==> src/hdl/rss_pkg.sv <==
// shared types, constants and register indexes of the recording step sequencer
`timescale 1ns / 1ps
`default_nettype none

package rss_pkg;

  localparam int STEPS_MAX_DEF = 32;
  localparam int LANES         = 4;
  localparam int SAMPLE_BITS   = 16;
  localparam int OUTQ_DEPTH    = 4;
  localparam int CFG_IDX_W     = 3;
  localparam int CFG_DATA_W    = 16;
  localparam int CH_W          = 3;
  localparam int KNOB_W        = 6;
  localparam int OFFSET_W      = 7;
  localparam int PHASE_W       = 32;

  typedef enum logic [CFG_IDX_W-1:0] {
    REG_STEPS_KNOB   = 3'd0,
    REG_START_GATE   = 3'd1,
    REG_RECORD_GATE  = 3'd2,
    REG_PRE_MODE     = 3'd3,
    REG_AUTO_STOP    = 3'd4,
    REG_KNOB_VALUE   = 3'd5,
    REG_FORCED_CH    = 3'd6
  } cfg_reg_t;

  typedef logic [LANES-1:0][SAMPLE_BITS-1:0] lanes_t;

  typedef struct packed {
    logic [KNOB_W-1:0]      steps_knob;
    logic                   start_gate;
    logic                   record_gate;
    logic                   pre_mode;
    logic                   auto_stop;
    logic [SAMPLE_BITS-1:0] knob_value;
    logic [CH_W-1:0]        forced_ch;
  } cfg_t;

  typedef struct packed {
    logic                start_lvl;
    logic                record_lvl;
    logic                step_lvl;
    logic                reset_lvl;
    logic [OFFSET_W-1:0] steps_offset;
    logic [PHASE_W-1:0]  phase_inc;
    logic [CH_W-1:0]     in_ch;
    lanes_t              samples;
  } item_t;

  typedef struct packed {
    logic            wa_en;
    logic            wb_en;
    logic            rec;
    logic            run;
    logic [CH_W-1:0] ch;
  } ctrl_flags_t;

  typedef struct packed {
    lanes_t          data;
    logic [CH_W-1:0] cnt;
    logic            rec;
    logic            run;
  } result_t;

endpackage

`default_nettype wire

==> src/hdl/rss_step_mem.sv <==
// step store: synchronous memory with valid bits and write-to-read bypass
`timescale 1ns / 1ps
`default_nettype none

module rss_step_mem #(
  parameter int DEPTH = rss_pkg::STEPS_MAX_DEF,
  parameter int W     = rss_pkg::LANES * rss_pkg::SAMPLE_BITS,
  localparam int AW   = $clog2(DEPTH)
) (
  input  wire logic          clk,
  input  wire logic          rst_n,
  input  wire logic          we,
  input  wire logic [AW-1:0] waddr,
  input  wire logic [W-1:0]  wdata,
  input  wire logic          re,
  input  wire logic [AW-1:0] raddr,
  output logic      [W-1:0]  rdata
);

  logic [W-1:0]     mem [DEPTH];
  logic [DEPTH-1:0] vld_r;
  logic [W-1:0]     q_r;
  logic [W-1:0]     byp_data_r;
  logic             byp_r;
  logic             q_vld_r;

  always_ff @(posedge clk) begin
    if (we) begin
      mem[waddr] <= wdata;
    end
    if (re) begin
      q_r        <= mem[raddr];
      byp_r      <= we && (waddr == raddr);
      byp_data_r <= wdata;
      q_vld_r    <= vld_r[raddr] || (we && (waddr == raddr));
    end
  end

  always_ff @(posedge clk) begin
    if (!rst_n) begin
      vld_r <= '0;
    end else if (we) begin
      vld_r[waddr] <= 1'b1;
    end
  end

  // unwritten entries read as zero
  assign rdata = !q_vld_r ? '0 : (byp_r ? byp_data_r : q_r);

endmodule

`default_nettype wire

==> src/hdl/rss_ctrl.sv <==
// sequencer control: run and record flags, phase accumulator, step position
`timescale 1ns / 1ps
`default_nettype none

module rss_ctrl #(
  parameter int STEPS_MAX = rss_pkg::STEPS_MAX_DEF,
  localparam int PW       = $clog2(STEPS_MAX)
) (
  input  wire logic                 clk,
  input  wire logic                 rst_n,
  input  wire logic                 act,
  input  wire rss_pkg::cfg_t        cfg,
  input  wire rss_pkg::item_t       item,
  output rss_pkg::ctrl_flags_t      flags,
  output logic [PW-1:0]             wa_addr,
  output logic [PW-1:0]             wb_addr,
  output logic [PW-1:0]             pos_out,
  output rss_pkg::lanes_t           wa_data,
  output rss_pkg::lanes_t           wb_data,
  output rss_pkg::lanes_t           live
);

  localparam int SW = 10;

  logic [PW-1:0]               pos_r;
  logic [rss_pkg::PHASE_W-1:0] acc_r;
  logic                        run_r;
  logic                        rec_r;
  logic [3:0]                  prev_r;
  rss_pkg::lanes_t             held_r;

  logic [3:0]                  lv;
  logic [3:0]                  rise;
  logic signed [SW-1:0]        cnt_raw;
  logic signed [SW-1:0]        cnt_m1;
  logic [PW-1:0]               last;
  logic [rss_pkg::PHASE_W:0]   sum;
  logic                        run_nxt;
  logic [rss_pkg::PHASE_W-1:0] acc_nxt;
  logic                        adv_a;
  logic                        wrap_a;
  logic [PW-1:0]               pos_a_inc;
  logic [PW-1:0]               pos_a;
  logic                        rec_a;
  logic                        rec_b;
  logic [rss_pkg::CH_W-1:0]    ch_raw;
  logic [rss_pkg::CH_W-1:0]    ch;
  rss_pkg::lanes_t             held_nxt;
  logic                        wrap_b;
  logic [PW-1:0]               pos_b_inc;
  logic [PW-1:0]               pos_b;
  logic                        rec_nxt;
  logic [PW-1:0]               pos_nxt;

  always_comb begin
    lv      = {item.reset_lvl, item.step_lvl, item.record_lvl, item.start_lvl};
    rise    = lv & ~prev_r;

    // step count clamped to 1..STEPS_MAX, kept as count minus one
    cnt_raw = $signed({{(SW-rss_pkg::KNOB_W){1'b0}}, cfg.steps_knob})
            + $signed({{(SW-rss_pkg::OFFSET_W){item.steps_offset[rss_pkg::OFFSET_W-1]}},
                       item.steps_offset});
    cnt_m1  = cnt_raw - $signed(SW'(1));
    if (cnt_raw < $signed(SW'(1))) begin
      last = '0;
    end else if (cnt_raw > $signed(SW'(STEPS_MAX))) begin
      last = PW'(STEPS_MAX - 1);
    end else begin
      last = cnt_m1[PW-1:0];
    end

    run_nxt = cfg.start_gate ? lv[0] : (rise[0] ? ~run_r : run_r);

    // phase advance, uses the flags and samples of the previous tick
    sum     = {1'b0, acc_r} + {1'b0, item.phase_inc};
    adv_a   = run_nxt && sum[rss_pkg::PHASE_W];
    if (!run_nxt) begin
      acc_nxt = acc_r;
    end else if (sum[rss_pkg::PHASE_W]) begin
      acc_nxt = '0;
    end else begin
      acc_nxt = sum[rss_pkg::PHASE_W-1:0];
    end
    wrap_a    = pos_r >= last;
    pos_a_inc = wrap_a ? '0 : pos_r + 1'b1;
    pos_a     = adv_a ? pos_a_inc : pos_r;
    rec_a     = (adv_a && wrap_a && cfg.auto_stop) ? 1'b0 : rec_r;

    rec_b = cfg.record_gate ? lv[1] : (rise[1] ? ~rec_a : rec_a);

    ch_raw = (cfg.forced_ch != '0) ? cfg.forced_ch : item.in_ch;
    ch     = (ch_raw > rss_pkg::CH_W'(rss_pkg::LANES)) ? rss_pkg::CH_W'(rss_pkg::LANES)
                                                       : ch_raw;
    for (int c = 0; c < rss_pkg::LANES; c++) begin
      if (ch == '0) begin
        held_nxt[c] = cfg.knob_value;
      end else if (ch == rss_pkg::CH_W'(1)) begin
        held_nxt[c] = item.samples[0];
      end else if (rss_pkg::CH_W'(c) < ch) begin
        held_nxt[c] = item.samples[c];
      end else begin
        held_nxt[c] = '0;
      end
    end

    // manual step advance, uses this tick's flags and samples
    wrap_b    = pos_a >= last;
    pos_b_inc = wrap_b ? '0 : pos_a + 1'b1;
    pos_b     = rise[2] ? pos_b_inc : pos_a;
    rec_nxt   = (rise[2] && wrap_b && cfg.auto_stop) ? 1'b0 : rec_b;

    pos_nxt = rise[3] ? '0 : pos_b;
  end

  always_comb begin
    flags.wa_en = adv_a && rec_r;
    flags.wb_en = rise[2] && rec_b;
    flags.rec   = rec_nxt;
    flags.run   = run_nxt;
    flags.ch    = ch;
    wa_addr     = cfg.pre_mode ? pos_r : pos_a_inc;
    wb_addr     = cfg.pre_mode ? pos_a : pos_b_inc;
    wa_data     = held_r;
    wb_data     = held_nxt;
    live        = held_nxt;
    pos_out     = pos_nxt;
  end

  always_ff @(posedge clk) begin
    if (!rst_n) begin
      pos_r  <= '0;
      acc_r  <= '0;
      run_r  <= 1'b0;
      rec_r  <= 1'b0;
      prev_r <= '0;
      held_r <= '0;
    end else if (act) begin
      pos_r  <= pos_nxt;
      acc_r  <= acc_nxt;
      run_r  <= run_nxt;
      rec_r  <= rec_nxt;
      prev_r <= lv;
      held_r <= held_nxt;
    end
  end

endmodule

`default_nettype wire

==> src/hdl/rss_outq.sv <==
// result queue between the pipeline and the output channel
`timescale 1ns / 1ps
`default_nettype none

module rss_outq #(
  parameter int W     = 8,
  parameter int DEPTH = rss_pkg::OUTQ_DEPTH,
  localparam int AW   = $clog2(DEPTH),
  localparam int CW   = $clog2(DEPTH + 1)
) (
  input  wire logic         clk,
  input  wire logic         rst_n,
  input  wire logic         push,
  input  wire logic [W-1:0] push_data,
  input  wire logic         pop,
  output logic      [W-1:0] pop_data,
  output logic              not_empty
);

  logic [W-1:0]  buf_r [DEPTH];
  logic [AW-1:0] wr_ptr_r;
  logic [AW-1:0] rd_ptr_r;
  logic [CW-1:0] count_r;
  logic [CW-1:0] count_nxt;

  always_comb begin
    count_nxt = count_r;
    if (push && !pop) begin
      count_nxt = count_r + 1'b1;
    end else if (pop && !push) begin
      count_nxt = count_r - 1'b1;
    end
  end

  always_ff @(posedge clk) begin
    if (!rst_n) begin
      wr_ptr_r <= '0;
      rd_ptr_r <= '0;
      count_r  <= '0;
    end else begin
      if (push) begin
        wr_ptr_r <= (wr_ptr_r == AW'(DEPTH - 1)) ? '0 : wr_ptr_r + 1'b1;
      end
      if (pop) begin
        rd_ptr_r <= (rd_ptr_r == AW'(DEPTH - 1)) ? '0 : rd_ptr_r + 1'b1;
      end
      count_r <= count_nxt;
    end
  end

  always_ff @(posedge clk) begin
    if (push) begin
      buf_r[wr_ptr_r] <= push_data;
    end
  end

  assign pop_data  = buf_r[rd_ptr_r];
  assign not_empty = (count_r != '0);

endmodule

`default_nettype wire

==> src/hdl/recording_step_sequencer_core.sv <==
// recording step sequencer: top level with pipeline, configuration and output
// channels
//   input channel in_valid / in_stall carries one sample tick per request:
//   control levels, step offset, phase increment, channel count and samples.
//   output channel out_valid / out_stall returns one result request per tick:
//   four lanes, channel count, step index, recording and running flags.
//   configuration is a write port (cfg_we, cfg_index, cfg_wdata), no wait.
// store writes: each tick may write the step store twice (phase advance and
//   manual step) through its single write port.
// pipeline: an accepted request passes stages s1, s2 and s3, then waits in the result queue for out_valid.
// reset: flags, position, phase and registers return to defaults; the store's
//   per-entry valid bits clear at once, so there is no clearing pass.
// stall: a four-deep result queue absorbs output stalls; the input stalls in
//   the cycle after each acceptance and while four results are outstanding.
`timescale 1ns / 1ps
`default_nettype none

module recording_step_sequencer_core #(
  parameter int STEPS_MAX = rss_pkg::STEPS_MAX_DEF,
  localparam int PW       = $clog2(STEPS_MAX)
) (
  input  wire logic                               clk,
  input  wire logic                               rst_n,
  input  wire logic                               in_valid,
  output logic                                    in_stall,
  input  wire logic                               in_start_level,
  input  wire logic                               in_record_level,
  input  wire logic                               in_step_level,
  input  wire logic                               in_reset_level,
  input  wire logic signed [rss_pkg::OFFSET_W-1:0] in_steps_offset,
  input  wire logic [rss_pkg::PHASE_W-1:0]        in_phase_increment,
  input  wire logic [rss_pkg::CH_W-1:0]           in_input_channels,
  input  wire logic signed [rss_pkg::SAMPLE_BITS-1:0] in_sample_0,
  input  wire logic signed [rss_pkg::SAMPLE_BITS-1:0] in_sample_1,
  input  wire logic signed [rss_pkg::SAMPLE_BITS-1:0] in_sample_2,
  input  wire logic signed [rss_pkg::SAMPLE_BITS-1:0] in_sample_3,
  output logic                                    out_valid,
  input  wire logic                               out_stall,
  output logic signed [rss_pkg::SAMPLE_BITS-1:0]  out_0,
  output logic signed [rss_pkg::SAMPLE_BITS-1:0]  out_1,
  output logic signed [rss_pkg::SAMPLE_BITS-1:0]  out_2,
  output logic signed [rss_pkg::SAMPLE_BITS-1:0]  out_3,
  output logic [rss_pkg::CH_W-1:0]                out_count,
  output logic [PW-1:0]                           out_step_index,
  output logic                                    out_is_recording,
  output logic                                    out_is_running,
  input  wire logic                               cfg_we,
  input  wire logic [rss_pkg::CFG_IDX_W-1:0]      cfg_index,
  input  wire logic [rss_pkg::CFG_DATA_W-1:0]     cfg_wdata
);

  localparam int QW  = $bits(rss_pkg::result_t) + PW;
  localparam int PNW = $clog2(rss_pkg::OUTQ_DEPTH + 1);

  rss_pkg::cfg_t        cfg_r;
  rss_pkg::item_t       item_r;
  logic                 s1_v_r;
  logic                 accept;

  rss_pkg::ctrl_flags_t flags;
  logic [PW-1:0]        wa_addr;
  logic [PW-1:0]        wb_addr;
  logic [PW-1:0]        pos;
  rss_pkg::lanes_t      wa_data;
  rss_pkg::lanes_t      wb_data;
  rss_pkg::lanes_t      live;

  logic                 s2_v_r;
  logic                 s2_wb_en_r;
  logic [PW-1:0]        s2_wb_addr_r;
  rss_pkg::lanes_t      s2_wb_data_r;
  logic [PW-1:0]        s2_pos_r;
  rss_pkg::ctrl_flags_t s2_flags_r;
  rss_pkg::lanes_t      s2_live_r;

  logic                 s3_v_r;
  logic [PW-1:0]        s3_pos_r;
  rss_pkg::ctrl_flags_t s3_flags_r;
  rss_pkg::lanes_t      s3_live_r;

  logic                 mem_we;
  logic [PW-1:0]        mem_waddr;
  rss_pkg::lanes_t      mem_wdata;
  rss_pkg::lanes_t      mem_rdata;

  rss_pkg::result_t     res;
  rss_pkg::result_t     res_q;
  logic [QW-1:0]        q_pop_data;
  logic                 pop;
  logic [PNW-1:0]       pend_r;
  logic [PNW-1:0]       pend_nxt;

  assign in_stall = s1_v_r || (pend_r == PNW'(rss_pkg::OUTQ_DEPTH));
  assign accept   = in_valid && !in_stall;
  assign pop      = out_valid && !out_stall;

  always_ff @(posedge clk) begin
    if (!rst_n) begin
      cfg_r.steps_knob  <= rss_pkg::KNOB_W'(16);
      cfg_r.start_gate  <= 1'b0;
      cfg_r.record_gate <= 1'b0;
      cfg_r.pre_mode    <= 1'b0;
      cfg_r.auto_stop   <= 1'b1;
      cfg_r.knob_value  <= '0;
      cfg_r.forced_ch   <= '0;
    end else if (cfg_we) begin
      case (cfg_index)
        rss_pkg::REG_STEPS_KNOB:  cfg_r.steps_knob  <= cfg_wdata[rss_pkg::KNOB_W-1:0];
        rss_pkg::REG_START_GATE:  cfg_r.start_gate  <= cfg_wdata[0];
        rss_pkg::REG_RECORD_GATE: cfg_r.record_gate <= cfg_wdata[0];
        rss_pkg::REG_PRE_MODE:    cfg_r.pre_mode    <= cfg_wdata[0];
        rss_pkg::REG_AUTO_STOP:   cfg_r.auto_stop   <= cfg_wdata[0];
        rss_pkg::REG_KNOB_VALUE:  cfg_r.knob_value  <= cfg_wdata[rss_pkg::SAMPLE_BITS-1:0];
        rss_pkg::REG_FORCED_CH:   cfg_r.forced_ch   <= cfg_wdata[rss_pkg::CH_W-1:0];
        default: ;
      endcase
    end
  end

  // input capture
  always_ff @(posedge clk) begin
    if (accept) begin
      item_r.start_lvl    <= in_start_level;
      item_r.record_lvl   <= in_record_level;
      item_r.step_lvl     <= in_step_level;
      item_r.reset_lvl    <= in_reset_level;
      item_r.steps_offset <= in_steps_offset;
      item_r.phase_inc    <= in_phase_increment;
      item_r.in_ch        <= in_input_channels;
      item_r.samples      <= {in_sample_3, in_sample_2, in_sample_1, in_sample_0};
    end
  end

  rss_ctrl #(
    .STEPS_MAX (STEPS_MAX)
  ) u_ctrl (
    .clk     (clk),
    .rst_n   (rst_n),
    .act     (s1_v_r),
    .cfg     (cfg_r),
    .item    (item_r),
    .flags   (flags),
    .wa_addr (wa_addr),
    .wb_addr (wb_addr),
    .pos_out (pos),
    .wa_data (wa_data),
    .wb_data (wb_data),
    .live    (live)
  );

  always_ff @(posedge clk) begin
    if (!rst_n) begin
      s1_v_r <= 1'b0;
      s2_v_r <= 1'b0;
      s3_v_r <= 1'b0;
    end else begin
      s1_v_r <= accept;
      s2_v_r <= s1_v_r;
      s3_v_r <= s2_v_r;
    end
  end

  always_ff @(posedge clk) begin
    if (s1_v_r) begin
      s2_wb_en_r   <= flags.wb_en;
      s2_wb_addr_r <= wb_addr;
      s2_wb_data_r <= wb_data;
      s2_pos_r     <= pos;
      s2_flags_r   <= flags;
      s2_live_r    <= live;
    end
    if (s2_v_r) begin
      s3_pos_r   <= s2_pos_r;
      s3_flags_r <= s2_flags_r;
      s3_live_r  <= s2_live_r;
    end
  end

  // phase-advance write while s1 is valid, manual-step write while s2 is valid
  always_comb begin
    mem_we    = (s1_v_r && flags.wa_en) || (s2_v_r && s2_wb_en_r);
    mem_waddr = s1_v_r ? wa_addr : s2_wb_addr_r;
    mem_wdata = s1_v_r ? wa_data : s2_wb_data_r;
  end

  rss_step_mem #(
    .DEPTH (STEPS_MAX),
    .W     ($bits(rss_pkg::lanes_t))
  ) u_mem (
    .clk   (clk),
    .rst_n (rst_n),
    .we    (mem_we),
    .waddr (mem_waddr),
    .wdata (mem_wdata),
    .re    (s2_v_r),
    .raddr (s2_pos_r),
    .rdata (mem_rdata)
  );

  // live overlay while recording, unused lanes forced to zero
  always_comb begin
    res.cnt = (s3_flags_r.ch == '0) ? rss_pkg::CH_W'(1) : s3_flags_r.ch;
    res.rec = s3_flags_r.rec;
    res.run = s3_flags_r.run;
    for (int c = 0; c < rss_pkg::LANES; c++) begin
      if (rss_pkg::CH_W'(c) >= res.cnt) begin
        res.data[c] = '0;
      end else if (s3_flags_r.rec && (rss_pkg::CH_W'(c) < s3_flags_r.ch)) begin
        res.data[c] = s3_live_r[c];
      end else begin
        res.data[c] = mem_rdata[c];
      end
    end
  end

  rss_outq #(
    .W     (QW),
    .DEPTH (rss_pkg::OUTQ_DEPTH)
  ) u_outq (
    .clk       (clk),
    .rst_n     (rst_n),
    .push      (s3_v_r),
    .push_data ({res, s3_pos_r}),
    .pop       (pop),
    .pop_data  (q_pop_data),
    .not_empty (out_valid)
  );

  assign {res_q, out_step_index} = q_pop_data;
  assign out_0            = res_q.data[0];
  assign out_1            = res_q.data[1];
  assign out_2            = res_q.data[2];
  assign out_3            = res_q.data[3];
  assign out_count        = res_q.cnt;
  assign out_is_recording = res_q.rec;
  assign out_is_running   = res_q.run;

  // requests accepted and not yet delivered
  always_comb begin
    pend_nxt = pend_r;
    if (accept && !pop) begin
      pend_nxt = pend_r + 1'b1;
    end else if (pop && !accept) begin
      pend_nxt = pend_r - 1'b1;
    end
  end

  always_ff @(posedge clk) begin
    if (!rst_n) begin
      pend_r <= '0;
    end else begin
      pend_r <= pend_nxt;
    end
  end

`ifndef SYNTHESIS
  a_one_request_per_two_cycles: assert property (@(posedge clk) disable iff (!rst_n)
    accept |=> in_stall)
    else $error("request accepted in consecutive cycles");

  a_single_write_port: assert property (@(posedge clk) disable iff (!rst_n)
    !(s1_v_r && s2_v_r))
    else $error("both store writes fall in one cycle");

  a_pending_bound: assert property (@(posedge clk) disable iff (!rst_n)
    pend_r <= PNW'(rss_pkg::OUTQ_DEPTH))
    else $error("more requests outstanding than the result queue holds");

  a_result_follows: assert property (@(posedge clk) disable iff (!rst_n)
    s3_v_r |=> out_valid)
    else $error("result pushed but queue shows empty");
`endif

endmodule

`default_nettype wire

==> config.mk <==
export PLATFORM = sky130hd
export DESIGN_NAME = recording_step_sequencer_core
export DESIGN_NICKNAME = d
export VERILOG_FILES = /design/src/hdl/rss_pkg.sv /design/src/hdl/rss_step_mem.sv /design/src/hdl/rss_ctrl.sv /design/src/hdl/rss_outq.sv /design/src/hdl/recording_step_sequencer_core.sv
export SDC_FILE = /design/constraint.sdc
export NUM_CORES = 2
export LEC_CHECK = 0
export ABC_AREA = 1
export BUFFER_PORTS_ARGS = -buffer_cell sky130_fd_sc_hd__buf_2
export CAP_MARGIN = 20
export CORE_MARGIN = 3
export CORE_UTILIZATION = 25
export CTS_CLUSTER_SIZE = 20
export DETAILED_ROUTE_END_ITERATION = 12
export PLACE_DENSITY = 0.43
export SLEW_MARGIN = 20
export SYNTH_ARGS = -nofsm -noshare
export SYNTH_HDL_FRONTEND = slang
export SYNTH_HIERARCHICAL = 1
export SYNTH_SLANG_ARGS = --single-unit
==> constraint.sdc <==
create_clock -name clk -period 15.04 [get_ports clk]
set_clock_uncertainty 0.05 [all_clocks]
set_input_delay 0.752 -clock clk [delete_from_list [all_inputs] [get_ports clk]]
set_output_delay 0.752 -clock clk [all_outputs]
set_load 0.01 [all_outputs]
# Word level (Yosys, flattened, before mapping)
# Memory sizes are Yosys's and may differ from the RTL's. A register that Yosys moved wholly into a read port is not among the register bits.
# Cells that the tools add are included.
[totals]
register_bits = 511
mem_bits_rw = 2344
in_bits = 134
out_inout_bits = 76
elab_cells = 208
n_memories = 2
[mem_list]
columns = ["name", "words", "word_bits", "rd", "rd_clocked_by_memory_dff", "write_ports", "line_no", "text"]
rows = [
  ["u_mem.mem", 32, 64, 1, 1, 1, "rss_step_mem.sv:20", "logic [W-1:0] mem [DEPTH];"],
  ["u_outq.buf_r", 4, 74, 1, 1, 1, "rss_outq.sv:20", "logic [W-1:0] buf_r [DEPTH];"],
]
[op_classes]
addsub = 11
n_lt_le_gt_ge = 20
n_eq_ne = 11
muxes = 59
bitwise = 5
reduce_logical = 44
[op_table]
columns = ["operator", "n"]
rows = [
  ["two-way mux 16 bit", 20],
  ["two-way mux 64 bit", 3],
  ["two-way mux 5 bit", 10],
  ["adder 32 x 32 -> 33 bit", 1],
  ["two-way mux 32 bit", 1],
  ["OR 32 bit", 1],
  ["logical AND 1 bit", 21],
  ["two-way mux 3 bit", 7],
  ["AND reduction 2 bit", 8],
  ["== test 3 bit, second input constant", 4],
  ["< comparator 1 x 3 -> 1 bit, first input constant", 4],
  ["< comparator 2 x 3 -> 1 bit, first input constant", 4],
  ["< comparator 5 x 6 -> 1 bit, second input constant", 2],
  ["two-way mux 1 bit", 12],
  ["adder 5 x 1 -> 5 bit, second input constant", 2],
  ["greater-or-equal comparator 5 bit", 2],
  ["logical NOT 3 bit", 3],
  ["adder 7 x 7 -> 8 bit", 1],
  ["greater-than comparator 8 x 7 -> 1 bit, second input constant", 1],
  ["< comparator 8 x 2 -> 1 bit, second input constant", 1],
  ["two-way mux 2 bit", 4],
  ["adder 3 x 1 -> 3 bit, second input constant", 2],
  ["== test 3 x 1 -> 1 bit, second input constant", 2],
  ["== test 3 x 2 -> 1 bit, second input constant", 2],
  ["18 further kinds", 32],
]

# Depth between registers and ports, before layout
[logic_depth]
word_depth = 13
mapped_depth = 34

# Cells and area by module
# The synthesis kept the hierarchy.
[modules_own_cells]
columns = ["mod", "instances", "cells_each", "area_each_um2", "seq_area_each_um2"]
rows = [
  ["rss_step_mem", 1, 7205, 87940.6, 66043.3],
  ["recording_step_sequencer_core", 1, 953, 13051.3, 10550.1],
  ["rss_outq", 1, 775, 11413.4, 9068.7],
  ["rss_ctrl", 1, 1225, 7970.1, 2142.1],
]

# Worst setup path after synthesis
# No wires, ideal clock.
[synth_timing]
kind = "register to register"
startpoint = "register s2_v_r"
endpoint = "memory u_mem/mem[31][0] in the netlist's numbering, enable pin"
arrival_time_ns = 8.438
t_required_ns = 14.502
setup_slack_ns = 6.064
path_stages_with_launch = 6
n_path_buf = 0
cell_sequence = "dfxtp_1 -> a22o_1 -> inv_1 -> nor3_1 -> inv_1 -> nor2_1"
[synth_between]
elab_chain_cells = 4
[synth_lines]
columns = ["element", "line_no", "text"]
rows = [
  ["from (decl)", "recording_step_sequencer_core.sv:68", "logic s2_v_r;"],
  ["from (signal assigned)", "recording_step_sequencer_core.sv:158", "s2_v_r <= s1_v_r;"],
  ["logical AND 1 bit", "recording_step_sequencer_core.sv:181", "mem_we = (s1_v_r && flags.wa_en) || (s2_v_r && s2_wb_en_r);"],
  ["logical OR 1 bit", "recording_step_sequencer_core.sv:181", ""],
  ["net mem_we", "recording_step_sequencer_core.sv:81", "logic mem_we;"],
  ["two-way mux 1 bit", "rss_step_mem.sv:28", "if (we) begin"],
  ["two-way mux 1 bit (not written as such)", "rss_step_mem.sv:29", "mem[waddr] <= wdata;"],
  ["to (decl)", "rss_step_mem.sv:20", ""],
]
# The timed path passes the listed nets, and every way through them passes these cells.

# Worst setup path in the final report
[layout_timing]
startpoint = "register cfg_r[23] in the netlist's numbering"
endpoint = "memory u_mem/mem[15][48] in the netlist's numbering, enable pin"
[layout_between]
elab_chain_cells = 8
word_cells_on_any_way = 10
classes_between = "2 x add/sub; 3 x order compare; 5 x mux"
[layout_lines]
columns = ["element", "line_no", "text"]
rows = [
  ["from (decl)", "recording_step_sequencer_core.sv:55", "rss_pkg::cfg_t cfg_r;"],
  ["adder 7 x 7 -> 8 bit (*)", "rss_ctrl.sv:61", "+ $signed({{(SW-rss_pkg::OFFSET_W){item.steps_offset[rss_pkg::OFFSET_W-1]}},"],
  ["greater-than comparator 8 x 7 -> 1 bit / subtractor 5 x 2 -> 5 bit (equally long branches)", "rss_ctrl.sv:66, rss_ctrl.sv:63", ""],
  ["two-way mux 5 bit", "rss_ctrl.sv:66", "end else if (cnt_raw > $signed(SW'(STEPS_MAX))) begin"],
  ["two-way mux 5 bit (*)", "rss_ctrl.sv:64", "if (cnt_raw < $signed(SW'(1))) begin"],
  ["greater-or-equal comparator 5 bit (*)", "rss_ctrl.sv:84", "wrap_a = pos_r >= last;"],
  ["two-way mux 5 bit (*)", "rss_ctrl.sv:85", "pos_a_inc = wrap_a ? '0 : pos_r + 1'b1;"],
  ["two-way mux 5 bit (*)", "rss_ctrl.sv:121", "wa_addr = cfg.pre_mode ? pos_r : pos_a_inc;"],
  ["net wa_addr[2]", "recording_step_sequencer_core.sv:61", "logic [PW-1:0] wa_addr;"],
  ["two-way mux 5 bit (*)", "recording_step_sequencer_core.sv:182", "mem_waddr = s1_v_r ? wa_addr : s2_wb_addr_r;"],
  ["net mem_waddr[2]", "recording_step_sequencer_core.sv:82", "logic [PW-1:0] mem_waddr;"],
]
# The timed path passes the listed nets; every way through them passes the cells marked *.

==> summary.md <==
| Metric | Value |
|---|---|
| Outcome | `finished, final reports clean` |
| Worst hold slack | `around 0.13 ns` |
| Initial core utilization | `25.1%` |
| Die width | `700 µm` |
| Clock period minus worst slack | `6.68 ns` |
| Layout fillers | `49,300` |
| CTS tree | `built` |
| Routed WL | `between 300,000 and 400,000 µm` |
| Post-DP HPWL | `between 200,000 and 250,000 µm` |
| Synth cell types | `54` |
| Core area | `around 480,000 µm²` |
| Footprint of the multi-input gates | `around 28,000 µm²` |
| Finished Core Util | `29.1%` |
| Xor/xnor share of the synthesized area | `0.167%` |
| Initial DRC Count | `slightly above 6,000` |
| Post-synthesis compound-gate area fraction | `3.19%` |
| Ys async rst share | `0%` |
| Crit path largest cell delay | `0.81 ns` |
| CP arrival | `slightly above 7 ns` |
| DRC Markers | `0` |
| Total grt overflow | `0` |
| Die H | `700 µm` |
| GR Util All Layers | `15.3%` |
| Kind of critical path | `flop to flop` |
| Final Hold Viols | `0` |
| Layout cell share with drive strength beyond 1 | `under 10%` |
| Mux share of post-synthesis cell area | `0%` |
| Total Neg Setup Slack | `0 ns` |
| Vias in the first global route | `74,900` |
| Largest net degree at the start of global routing | `154` |
| Ys flop type | `edfxtp_1` |
| Net Sw Frac | `28.7%` |
| Crit. End Element | `flop` |
| Area Growth Syn to Fin | `15.9%` |
| IO Pins | `210` |
| Clk pwr share | `about two fifths` |
| Fmax | `150 MHz` |
| Largest family of logic cells by synthesized area | `simple AND/OR/NAND/NOR gates` |
| CP startpoint kind | `flop` |
| Pleak | `49.1 nW` |
| Adder-cell share of the synthesized area | `0.680%` |
| Post-route ant nets | `0` |
| Total power | `0.0210 W` |
| H-tree Lvls | `5` |
| Final nets | `10,500` |
| Post-synth EDFFs | `2,802` |
| Slew @ Worst Pin | `1.13 ns` |
| Vias post-DR | `roughly 77,000` |
| WL/cell | `22.7 µm` |
| Commonest non-fill, non-tap cell in the layout | `nand2_1` |
| Clk sinks | `2,985` |
| Pwr/cell area | `approximately 150 nW/µm²` |
| FF/Latch Area | `87,800 µm²` |
| DR pass1 iterations | `5` |
| Post-CTS sizing | `0` |
| CTS Buffer Depth | `4` |
| Critical path's slowest cell | `nor2_4` |
| RePlAce Congestion | `approximately 0.77` |
| Vias per cell | `about 4.5` |
| Commonest non-fill, non-tap cells in the layout | `2,838 x nand2_1, 2,802 x edfxtp_1, 1,928 x nand3_1` |
| Unrepaired setup endpoints after global routing | `false` |
| Buffers added on ports | `between 200 and 250` |
| FF+latch count, synth | `2,985` |
| Syn_nets | `10,400` |
| Worst Path Required | `15.52 ns` |
| Initial antenna violation count | `18` |
| Cells after Synth | `10,200` |
| Clk root buf | `clkbuf_16` |
| Clock Latency Late Sink | `0.95 ns` |
| Max-slew violations | `0` |
| Mapped Avg Cell Area | `between 10 and 15 µm²` |
| Gate power share | `15.4%` |
| # rows | `around 250` |
| Global-route wire length before repair | `~560,000 µm` |
| CP Max Fanout | `43` |
| Max-slew headroom | `24.0%` |
| MaxCap Viol Count | `0` |
| Endpoints failing setup | `0` |
| Worst vdd ir | `0.0000863 V` |
| Clock transition at path regs | `around 0.060 ns` |
| Synthesized area | `120,000 µm²` |
| Yosys Warn Count | `6` |
| TritonCTS Buffers | `340` |
| P_int | `0.0150 W` |
| Share of the yosys chip area belonging to registers | `72.9%` |
| Net Sw Power | `0.00602 W` |
| Period utilisation layout | `between 40 and 50%` |
| Die area | `490,000 µm²` |
| Simple-gate share of the synthesized area | `19.3%` |
| Worst Hold Class | `input port to flop` |
| Sequential power share | `46.4%` |
[routing by layer]
metal  wire length (µm)  vias to the layer above  track usage [%]  part of all wire, %
met4              10500                       12             4.26                  2.7
met2             189000                     1547             26.0                   49
met3              13300                      471             1.49                  3.5
met1             173000                    38900             20.7                   45
met5                 81                        -                0                0.021
li1                   -                    36100                -                    -
[power groups by stage]
stage | registers, W | clock network (W) | logic [W]
finish | 0.00973 | 0.00803 | 0.00322
global route | 0.00975 | 0.00857 | 0.00355
CTS | 0.00973 | 0.00825 | 0.00331
detailed placement | 0.00991 | 0 | 0.00328
global placement | 0.00991 | 0 | 0.00329
floorplan | 0.00988 | 0 | 0.00193
[sequential cells by signal, indices dropped and copies added, names as in the netlist, 3 cells and up, named ones only]
| name | flops |
|---|---|
| s3_live_r | 64 |
| u_ctrl/wa_data | 64 |
| s2_wb_addr_r | 5 |
| u_ctrl/prev_r | 4 |
| s3_flags_r | 3 |
| u_mem/byp_data_r | 64 |
| pend_r | 3 |
| s2_live_r | 64 |
| cfg_r | 29 |
| u_outq/buf_r | 296 |
| u_mem/vld_r | 32 |
| s2_pos_r | 5 |
| s2_wb_data_r | 64 |
| u_ctrl/acc_r | 32 |
| u_ctrl/pos_r | 5 |
| u_mem/q_r | 64 |
| s2_flags_r | 5 |
| u_mem/mem | 2048 |
| s3_pos_r | 5 |
| item_r | 110 |
| u_outq/count_r | 3 |
[repair_timing]
action | CTS | global route
setup buffers | 0 | 0
hold buffers | 110 | 0
setup endpoints to repair | 0 | 0
hold endpoints to repair | 110 | 0
[layout make-up]
cell class | instances | area share, %
Antenna cell | 13 | 0.0233
Sequential cell | 2985 | 63.0
Inverter | 240 | 0.701
Timing Repair Buffer | 490 | 2.59
Clock inverter | 164 | 0.996
Clock buffer | 458 | 6.65
Multi-Input combinational cell | 6268 | 20.3
Tap cell | 6400 | 5.74
[worst max-delay path: cells and delay by family, from the launching register on]
| family | cells | cell delay, ns |
|---|---|---|
| flip-flops | 1 | 0.34 |
| XOR/XNOR | 1 | 0.11 |
| AND/OR/NAND/NOR | 9 | 2.25 |
| AO/OA/AOI/OAI | 8 | 1.30 |
| buffers and inverters | 5 | 1.33 |
| adder cells (fa/ha/maj) | 3 | 0.82 |
[worst paths after layout]
kind | from | to | slack (ns) | cells past startpoint
min | cfg_wdata[8] | cfg_r[11]$_SDFFE_PN0P_ | 0.13 | 3
min reg2reg | s2_live_r[22]$_DFFE_PP_ | s3_live_r[22]$_DFFE_PP_ | 0.30 | 0
max | cfg_r[23]$_SDFFE_PN0P_ | u_mem/mem[15][48]$_DFFE_PP_ | 8.36 | 26
max reg2reg | cfg_r[23]$_SDFFE_PN0P_ | u_mem/mem[15][48]$_DFFE_PP_ | 8.36 | 26
[cell usage after synthesis (4+ instances only)]
| master | count | area share (%) |
|---|---|---|
| nand2_1 | 2880 | 9.0 |
| a21oi_1 | 172 | 0.72 |
| nor3_1 | 31 | 0.13 |
| xnor2_1 | 5 | 0.036 |
| a31oi_1 | 20 | 0.10 |
| inv_2 | 8 | 0.025 |
| a21o_1 | 7 | 0.044 |
| nand3b_1 | 4 | 0.025 |
| nand2_4 | 5 | 0.047 |
| o21ai_1 | 73 | 0.30 |
| buf_6 | 41 | 0.38 |
| ha_1 | 59 | 0.61 |
| buf_1 | 54 | 0.17 |
| a21oi_2 | 6 | 0.044 |
| o21bai_1 | 8 | 0.050 |
| buf_4 | 130 | 0.81 |
| clkbuf_1 | 193 | 0.60 |
| nor2_1 | 583 | 1.8 |
| nand2_2 | 14 | 0.073 |
| xor2_1 | 18 | 0.13 |
| nand4_1 | 8 | 0.042 |
| o21a_1 | 5 | 0.031 |
| a21boi_0 | 15 | 0.094 |
| o21ai_0 | 321 | 1.3 |
| o22ai_1 | 75 | 0.39 |
| buf_2 | 243 | 1.0 |
| nand3_1 | 1928 | 8.0 |
| inv_1 | 225 | 0.70 |
| dfxtp_1 | 183 | 3.0 |
| fa_1 | 4 | 0.067 |
| edfxtp_1 | 2802 | 70 |
[stage by stage]
| stage | instances | setup WS, ns | instance area [µm²] |
|---|---|---|---|
| floorplan | 10200 | 6.06 | 120000 |
| global placement | 16300 | 8.14 | 128000 |
| detailed placement | 16300 | 8.22 | 128000 |
| CTS | 17000 | 8.21 | 139000 |
| global route | 17000 | 7.64 | 140000 |
| finish | 17000 | 8.36 | 140000 |
[logic make-up (layout without fill, tap and decap cells)]
| logic type | count (synthesis) | after routing |
|---|---|---|
| AND/OR/NAND/NOR | 5471 | 5471 |
| flip-flops | 2985 | 2985 |
| XOR/XNOR | 23 | 23 |
| AO/OA/AOI/OAI | 711 | 711 |
| other | 0 | 13 |
| buffers and inverters | 905 | 1352 |
| adder cells (fa/ha/maj) | 63 | 63 |
(Power assumes the default switching activity.)
